--- src/bmh_pkg.sv ---
// bmh_pkg: shared types and constants for the binary max-heap block.
// Depends on nothing; imported by bmh_ctrl and binary_max_heap.
`default_nettype none

package bmh_pkg;

	// fixed widths of the channel fields
	localparam int KEY_W = 32;
	localparam int CNT_W = 11;

	// command codes
	localparam logic CMD_INSERT = 1'b0;
	localparam logic CMD_REMOVE = 1'b1;

	typedef enum logic [1:0] {
		STAT_OK    = 2'd0,
		STAT_FULL  = 2'd1,
		STAT_EMPTY = 2'd2
	} status_t;

	typedef enum logic [2:0] {
		ST_IDLE,
		ST_UP,
		ST_LOAD,
		ST_DOWN,
		ST_FIN
	} state_t;

	// end-of-operation notice from the sequencer to the result register
	typedef struct packed {
		logic    done;
		status_t status;
	} fin_t;

endpackage

`default_nettype wire

--- src/bmh_ctrl.sv ---
// bmh_ctrl: sequencer for insert (sift up) and remove-max (sift down).
// Depends on bmh_pkg; drives the ports of bmh_store.
`default_nettype none

module bmh_ctrl import bmh_pkg::*; #(
	parameter int CAPACITY = 1024,
	parameter int KEY_BITS = 32,
	localparam int AW = $clog2(CAPACITY),
	localparam int CW = $clog2(CAPACITY + 1)
) (
	input  wire logic                clk,
	input  wire logic                arst_n,
	input  wire logic                cmd_valid,
	output logic                     cmd_stall,
	input  wire logic                command,
	input  wire logic [KEY_W-1:0]    key,
	input  wire logic                res_free,
	output fin_t                     fin,
	output logic      [CW-1:0]       cnt,
	output logic      [KEY_BITS-1:0] root,
	output logic                     we,
	output logic      [AW-1:0]       waddr,
	output logic      [KEY_BITS-1:0] wdata,
	output logic      [AW-1:0]       raddr_a,
	output logic      [AW-1:0]       raddr_b,
	input  wire logic [KEY_BITS-1:0] rdata_a,
	input  wire logic [KEY_BITS-1:0] rdata_b
);

	localparam int CIW = AW + 2;

	state_t              state_q, state_d;
	status_t             status_q, status_d;
	logic [AW-1:0]       pos_q, pos_d;
	logic [KEY_BITS-1:0] val_q, val_d;
	logic [CW-1:0]       cnt_q, cnt_d;
	logic [KEY_BITS-1:0] root_q, root_d;

	logic [CIW-1:0] lidx, ridx, cnt_x, nl_idx, nr_idx;
	logic [AW-1:0]  par, par_d;
	logic           l_in, r_in;
	logic           accept;

	assign accept  = cmd_valid && (state_q == ST_IDLE);
	assign lidx    = {1'b0, pos_q, 1'b1};
	assign ridx    = lidx + CIW'(1);
	assign cnt_x   = CIW'(cnt_q);
	assign l_in    = lidx < cnt_x;
	assign r_in    = ridx < cnt_x;
	assign par     = (pos_q - AW'(1)) >> 1;

	// read addresses for the next step follow the next position
	assign nl_idx  = {1'b0, pos_d, 1'b1};
	assign nr_idx  = nl_idx + CIW'(1);
	assign par_d   = (pos_d - AW'(1)) >> 1;

	always_comb begin
		state_d  = state_q;
		status_d = status_q;
		pos_d    = pos_q;
		val_d    = val_q;
		cnt_d    = cnt_q;
		we       = 1'b0;
		waddr    = pos_q;
		wdata    = val_q;
		fin      = '{done: 1'b0, status: status_q};

		unique case (state_q)
			ST_IDLE: begin
				if (accept) begin
					status_d = STAT_OK;
					if (command == CMD_INSERT) begin
						if (cnt_q == CW'(CAPACITY)) begin
							status_d = STAT_FULL;
							state_d  = ST_FIN;
						end else begin
							val_d   = KEY_BITS'(key);
							pos_d   = cnt_q[AW-1:0];
							cnt_d   = cnt_q + CW'(1);
							state_d = ST_UP;
						end
					end else begin
						if (cnt_q == '0) begin
							status_d = STAT_EMPTY;
							state_d  = ST_FIN;
						end else begin
							cnt_d   = cnt_q - CW'(1);
							pos_d   = '0;
							state_d = ST_LOAD;
						end
					end
				end
			end
			ST_UP: begin
				we = 1'b1;
				if (pos_q == '0) begin
					state_d = ST_FIN;
				end else if (val_q < rdata_a) begin
					state_d = ST_FIN;
				end else begin
					// equal keys move up as well
					wdata = rdata_a;
					pos_d = par;
				end
			end
			ST_LOAD: begin
				// the former last key becomes the sifting value
				val_d = rdata_a;
				if (cnt_q == '0) begin
					state_d = ST_FIN;
				end else begin
					state_d = ST_DOWN;
				end
			end
			ST_DOWN: begin
				we = 1'b1;
				if (!l_in) begin
					state_d = ST_FIN;
				end else if (!r_in) begin
					// lone left child: one more pass lands the value there
					if (val_q < rdata_a) begin
						wdata = rdata_a;
						pos_d = lidx[AW-1:0];
					end else begin
						state_d = ST_FIN;
					end
				end else if (rdata_a < val_q && rdata_b < val_q) begin
					state_d = ST_FIN;
				end else if (rdata_b < rdata_a) begin
					wdata = rdata_a;
					pos_d = lidx[AW-1:0];
				end else begin
					wdata = rdata_b;
					pos_d = ridx[AW-1:0];
				end
			end
			ST_FIN: begin
				fin.done = 1'b1;
				if (res_free) begin
					state_d = ST_IDLE;
				end
			end
			default: begin
				state_d = ST_IDLE;
			end
		endcase
	end

	always_comb begin
		root_d = root_q;
		if (we && waddr == '0) begin
			root_d = wdata;
		end
	end

	always_comb begin
		raddr_b = nr_idx[AW-1:0];
		priority if (state_d == ST_UP) begin
			raddr_a = par_d;
		end else if (state_d == ST_LOAD) begin
			raddr_a = AW'(cnt_q - CW'(1));
		end else begin
			raddr_a = nl_idx[AW-1:0];
		end
	end

	always_ff @(posedge clk or negedge arst_n) begin
		if (!arst_n) begin
			state_q  <= ST_IDLE;
			status_q <= STAT_OK;
			cnt_q    <= '0;
		end else begin
			state_q  <= state_d;
			status_q <= status_d;
			cnt_q    <= cnt_d;
		end
	end

	always_ff @(posedge clk) begin
		pos_q  <= pos_d;
		val_q  <= val_d;
		root_q <= root_d;
	end

	assign cmd_stall = (state_q != ST_IDLE);
	assign cnt       = cnt_q;
	assign root      = root_q;

endmodule

`default_nettype wire

--- config.mk ---
export PLATFORM = sky130hd
export DESIGN_NAME = bmh_ctrl
export DESIGN_NICKNAME = d
export VERILOG_FILES = /design/src/bmh_pkg.sv /design/src/bmh_ctrl.sv
export SDC_FILE = /design/constraint.sdc
export NUM_CORES = 1
export LEC_CHECK = 0
export BUFFER_PORTS_ARGS = -buffer_cell sky130_fd_sc_hd__buf_2
export CORE_ASPECT_RATIO = 1.2
export CORE_UTILIZATION = 55
export DETAILED_ROUTE_END_ITERATION = 7
export GPL_TIMING_DRIVEN = 0
export PLACE_DENSITY_LB_ADDON = 0.12
export SLEW_MARGIN = 20
export SYNTH_ARGS = -nofsm -noshare
export SYNTH_HDL_FRONTEND = slang
export SYNTH_SLANG_ARGS = --single-unit
--- constraint.sdc ---
create_clock -name clk -period 7.2 [get_ports clk]
set_clock_uncertainty 0.1 [all_clocks]
set_input_delay 0.36 -clock clk [delete_from_list [all_inputs] [get_ports clk]]
set_output_delay 0.36 -clock clk [all_outputs]
set_load 0.005 [all_outputs]
* Word level (Yosys, flattened, before mapping) *
Index checks and enable logic that the tools add are counted.

cells by class
  muxes and demuxes = 47
  order comparisons = 6
  reductions and logical operators = 12
  eq/ne operators = 12
  add/sub/neg operators = 6

operators by type and width
  operator                                              number
  two-way mux 32 bit                                    10
  two-way mux 10 bit                                    13
  < comparator 32 bit                                   4
  case mux 32 bit (2 select lines)                      2
  two-way mux 3 bit                                     12
  two-way mux 11 bit                                    3
  case mux 10 bit (3 select lines)                      1
  subtractor 10 x 1 -> 10 bit (second input constant)   2
  case mux 3 bit (5 select lines)                       1
  adder 11 x 1 -> 12 bit (second input constant)        1
  < comparator 12 x 11 -> 1 bit                         1
  adder 11 x 1 -> 11 bit (second input constant)        1
  equality test 11 bit (second input constant)          1
  logical NOT 11 bit                                    1
  < comparator 11 bit                                   1
  subtractor 11 x 1 -> 11 bit (second input constant)   1
  adder 10 x 1 -> 10 bit (second input constant)        1
  logical NOT 10 bit                                    1
  != test 2 bit (second input constant)                 5
  equality test 3 x 2 -> 1 bit (second input constant)  3
  AND reduction 4 bit                                   2
  equality test 3 x 1 -> 1 bit (second input constant)  2
  two-way mux 2 bit                                     2
  equality test 3 bit (second input constant)           1
  other kinds (7)                                       11

storage, ports and cells
  word-level logic and storage cells = 89
  bits of input ports = 101
  flip-flop bits (word level) = 90
  output and inout port bits = 110

* Depth between registers and ports, before layout *
  word-level depth = 9
  gate-level depth with buffers = 22
  gate-level depth less buffers = 21

* Worst setup path before layout *
OpenSTA, ideal clock, no wires.

  kind = register -> output
  start point = register pos_q[2] (netlist: waddr[2])
  end point = output port raddr_a[8]
  slack = 2156 ps
  stages on the path, launching flop included = 20
  path buffers = 2
  data arrival time = 4584 ps
  cell sequence = dfxtp_1 clkbuf_1 nand3_1 nor3_1 nand3_1 or2_2 xnor2_1 ha_1 o21ai_0 a211o_1 and3_1 clkbuf_1 a22o_1 a311oi_2 o311ai_0 o211a_4 or4b_4 nor4_4 xnor2_1 a21oi_1

on the way
  word-level cells in the longest chain between the ends = 8
  elaborated cells between the ends (all ways) = 26

ends and longest elaborated chain
  element                                                         RTL line         source
  start: declaration                                              bmh_ctrl.sv:34   logic [AW-1:0] pos_q, pos_d;
  start signal: assignment                                        bmh_ctrl.sv:180  pos_q <= pos_d;
  branches (longest 5 deep; another with adder 11 x 1 -> 12 bit)  --
  case mux 10 bit (3 select lines) (*)                            bmh_ctrl.sv:68   unique case (state_q)
  named net pos_d[5]                                              bmh_ctrl.sv:34
  subtractor 10 x 1 -> 10 bit (*)                                 bmh_ctrl.sv:55   assign par_d = (pos_d - AW'(1)) >> 1;
  two-way mux 10 bit (*)                                          bmh_ctrl.sv:158  priority if (state_d == ST_UP) begin
  end: declaration                                                bmh_ctrl.sv:24   output logic [AW-1:0] raddr_a,

Mark *: on every way through the listed nets, which the timed path passes.

* Worst setup path after layout *
  start point = register pos_q[2] (netlist: waddr[2])
  end point = output port wdata[14]

on the way
  word-level cells in the longest chain between the ends = 5
  elaborated cells between the ends (all ways) = 8

ends and longest elaborated chain
  element                               RTL line         source
  adder 11 x 1 -> 12 bit                bmh_ctrl.sv:46   assign ridx = lidx + CIW'(1);
  < comparator 12 x 11 -> 1 bit         bmh_ctrl.sv:49   assign r_in = ridx < cnt_x;
  two-way mux 32 bit                    bmh_ctrl.sv:119  end else if (!r_in) begin
  two-way mux 32 bit                    bmh_ctrl.sv:117  if (!l_in) begin
  case mux 32 bit (2 select lines) (*)  bmh_ctrl.sv:68
  end: declaration                      bmh_ctrl.sv:23   output logic [KEY_BITS-1:0] wdata,

Every way passes the cells marked *; elsewhere a longest branch is shown, timed or not.

==> impl_metrics.py <==
metrics = {
    "route": {
        "drt_iter0_markers": 706,
        "detail_route.wirelength_mm": 27.37,
        "drt_pre_antenna_iters": 8,
        "avgViaCountPerCell": 6.084,
        "via_count": 8359,
        "route.antenna.remaining_nets": 0,
        "post-route-drc-count": 8,
        "avgRoutedWirePerCell_um": 19.92,
    },
    "run_status": {
        "failed_checks": "design-rule violations",
        "status": "finished, violations left",
    },
    "clocking": {
        "clk-insertion-delay-late_ns": 0.36,
        "cts-htree-levels": 3,
        "clock_tree.buffer_depth": 2,
        "clkTransAtPathRegs_ns": 0.07,
        "cts.sinks": 90,
        "cts_buf_count": 9,
        "cts.root.buffer_cell": "sky130_fd_sc_hd__clkbuf_16",
        "cts_setup_buffers": 0,
        "cts_tree": "yes",
    },
    "die": {
        "std_cell_rows": 49,
        "floorplan.die.height_um": 138.2,
        "die_width_um": 115.5,
        "start_util": 0.5641,
        "top_level_ports": 211,
        "floorplan.core_area_um2": 15080,
        "fp.dieArea_um2": 15970,
    },
    "timing": {
        "rsz0062_at_grt": "no",
        "max_freq_mhz": 149.7,
        "tightestPinTransition_ns": 1.128,
        "post_route_setup_tns_ns": 0,
        "slew_viol_final": 0,
        "fin_crit_sh": 0.9280,
        "slew_headroom": 0.2433,
        "worst_hold_slack_ns": 0.2022,
        "hold_viol": 0,
        "setup_viol": 0,
        "period_needed_ns": 6.682,
    },
    "synth": {
        "synth-async-reset-ratio": 0.1778,
        "syn_avg_cell_area_um2": 9.080,
        "yosysWarningCount": 0,
        "synth_seq_cells": 90,
        "mappedNetlistArea_um2": 8508,
        "synth.yosys.seq_area_share": 0.2965,
        "netlist_instances": 937,
        "mappedNetlistNets": 1158,
        "synth-edff-count": 64,
        "yosys.cell_types.count": 81,
        "dominantRegCellSynth": "sky130_fd_sc_hd__edfxtp_1",
    },
    "cells_and_area": {
        "sequential_cell_area_um2": 2522,
        "multi_input_area_um2": 5371,
        "design_area_um2": 10180,
        "final_layout_size_suffix_gt1_frac": 0.2573,
        "fillCellCount": 1365,
        "antenna_cells": 0,
        "syn2layout_area_growth_pct": 19.62,
        "layout.nets": 1386,
    },
    "pwr": {
        "total_power_consumption_w": 0.003918,
        "ir_drop_mv": 0.4113,
        "powerDensity_nw_per_um2": 385.0,
        "leakagePower_nw": 4.766,
    },
    "worst_setup_path": {
        "worst_path_most_repeated_cell": "sky130_fd_sc_hd__clkbuf_1",
        "timing.rr.start": "waddr[2]",
        "worst_r2r_endpoint": "root[14]",
        "cp_data_required_time_ns": 6.74,
        "category_of_the_worst_setup_path_capture_point": "output pin",
        "start_kind": "flop",
        "rrSetupSlack_ns": 1.11,
        "worst-endpoint-arrival_ns": 6.22,
        "worstSetupStartpoint": "waddr[2]",
        "crit_fanout": 10,
        "cp_slowest_stage_delay_ns": 0.46,
        "r2r.worst_path.cells": 19,
        "critical_path_cell_by_cell": "clkbuf_1 > nand3_1 > nor3_1 > nand3_1 > or2_2 > xnor2_1 > ha_1 > o21ai_0 > nand2b_1 > and3_1 > clkbuf_1 > o21ai_2 > a211oi_4 > o21ai_0 > or3_1 > clkbuf_1 > clkbuf_1 > a222oi_1 > inv_1 > buf_2",
        "critPathKind": "reg2out",
        "critical-path-slowest-cell": "sky130_fd_sc_hd__a222oi_1",
        "setup.worst_path.end": "wdata[14]",
    },
    "placed_design": {
        "post_dp_cell_area_um2": 9876,
        "numPortBuffers": 209,
        "dp_hpwl_mm": 21.87,
        "globalplace.congestion": 0.9627,
    },
    "grt": {
        "first_global_vias": 8289,
        "globalRouteOverflowTotal": 0,
        "groute.usage.overall": 0.3518,
        "grt_pass1_wl_mm": 43.05,
        "grt_max_degree": 17,
        "grt_antenna_before_repair": 0,
    },
    "flow_run": {
        "timing.max_cap.violations": 0,
    },
    "min_path": {
        "min_path_type": "in2reg",
    },
}
[worst max-delay path: cells and delay by family (launching register included)]
kind	cells	cell delay, ns
XOR/XNOR	1	0.13
AND/OR/NAND/NOR	7	1.98
adder cells (fa/ha/maj)	1	0.28
buffers and inverters	6	1.60
flip-flops	1	0.38
AO/OA/AOI/OAI	5	1.49
[cell usage after synthesis, types with 12 or more instances]
cell type	instances	area share
sky130_fd_sc_hd__a21oi_1	62	0.036
sky130_fd_sc_hd__a222oi_1	33	0.039
sky130_fd_sc_hd__clkbuf_1	26	0.011
sky130_fd_sc_hd__dfrtp_1	16	0.047
sky130_fd_sc_hd__edfxtp_1	64	0.23
sky130_fd_sc_hd__ha_1	120	0.18
sky130_fd_sc_hd__inv_1	126	0.056
sky130_fd_sc_hd__mux2_2	34	0.045
sky130_fd_sc_hd__nand2_1	60	0.026
sky130_fd_sc_hd__nand3_1	23	0.014
sky130_fd_sc_hd__nand4_1	24	0.018
sky130_fd_sc_hd__nor2_1	42	0.019
sky130_fd_sc_hd__nor3_1	23	0.014
sky130_fd_sc_hd__nor4_1	12	0.0088
sky130_fd_sc_hd__o21ai_0	37	0.022
sky130_fd_sc_hd__xnor2_1	37	0.038
[worst min path at each step]
stage          depth (start not counted)        end  startpoint  slack (ns)
2_1_floorplan                          0     cnt[0]      arst_n       -0.04
3_3_place_gp                           1     cnt[1]      arst_n        0.19
3_5_place_dp                           1     cnt[1]      arst_n        0.20
4_1_cts                                2  val_q[11]     key[11]        0.20
5_1_grt                                2  val_q[31]     key[31]        0.20
6_report                               2   val_q[9]      key[9]        0.20
[cells by family (layout without fill, tap and decap cells)]
family                     count (synthesis)  after routing  share of synthesized area
AOI/OAI and AO/OA                        241            241                     0.2088
xor gates and xnor gates                  45             45                    0.04632
adders and majority gates                120            120                     0.1765
buffers and inverters                    163            396                    0.07412
DFF                                       90             90                     0.2965
muxes                                     34             34                    0.04500
other                                      1              1                  0.0004408
and+or+nand+nor                          243            243                     0.1524
[layer usage]
| metal | track usage | routed length [um] | vias to the layer above |
|---|---|---|---|
| met5 | 0 | 0 | - |
| met4 | 0.1982 | 1383 | 0 |
| met3 | 0.03376 | 1634 | 69 |
| met2 | 0.6275 | 13700 | 364 |
| met1 | 0.4040 | 10640 | 3953 |
| li1 | - | - | 3973 |
[metrics by stage]
step | setup slack, ns | instances | utilization
2_1_floorplan | 2.156 | 937 | -
3_3_place_gp | 0.9186 | 1350 | 0.6504
3_5_place_dp | 1.056 | 1357 | 0.6548
4_1_cts | 0.6207 | 1374 | 0.6744
5_1_grt | 0.1650 | 1374 | 0.6748
6_report | 0.5181 | 1374 | 0.6748
[final cells by class]
class | instances | area share
Clock buffer | 11 | 0.02483
Tap cell | 204 | 0.02508
Multi-Input combinational cell | 684 | 0.5278
Sequential cell | 90 | 0.2478
Clock inverter | 5 | 0.003196
Buffer | 35 | 0.01475
Inverter | 128 | 0.04721
Timing Repair Buffer | 217 | 0.1093
[registers in the layout, indices dropped and copies added, names as in the netlist]
name / flops
root: 32
val_q: 32
cnt: 11
waddr: 10
state_q: 3
status_q: 2
[placed cells by master, fill, tap and decap left out, drive strengths merged, types with 8 or more instances in the layout]
cell / instances
nand2: 60
dfxtp: 10
nand3: 23
buf: 225
a21o: 10
nor3: 26
dfrtp: 16
a31oi: 8
nor4: 14
xor2: 8
clkbuf: 37
a222oi: 33
nand2b: 8
a211oi: 12
inv: 130
mux2: 34
and3: 11
nor2: 42
edfxtp: 64
ha: 120
xnor2: 37
a21oi: 64
o21ai: 38
nand4: 24
[repair_timing]
action                                 CTS  global route
endpoints found under the hold margin   16             0
hold buffers                             1             0
gates resized for setup                  0             0
[power by group]
group,total [W],switching [W],internal (W)
combinational,0.00258,0.00155,0.00103
clock,0.000468,0.000213,0.000254
sequential,0.000868,0.000119,0.000749
No activity file was read; power rests on OpenSTA's default activity.
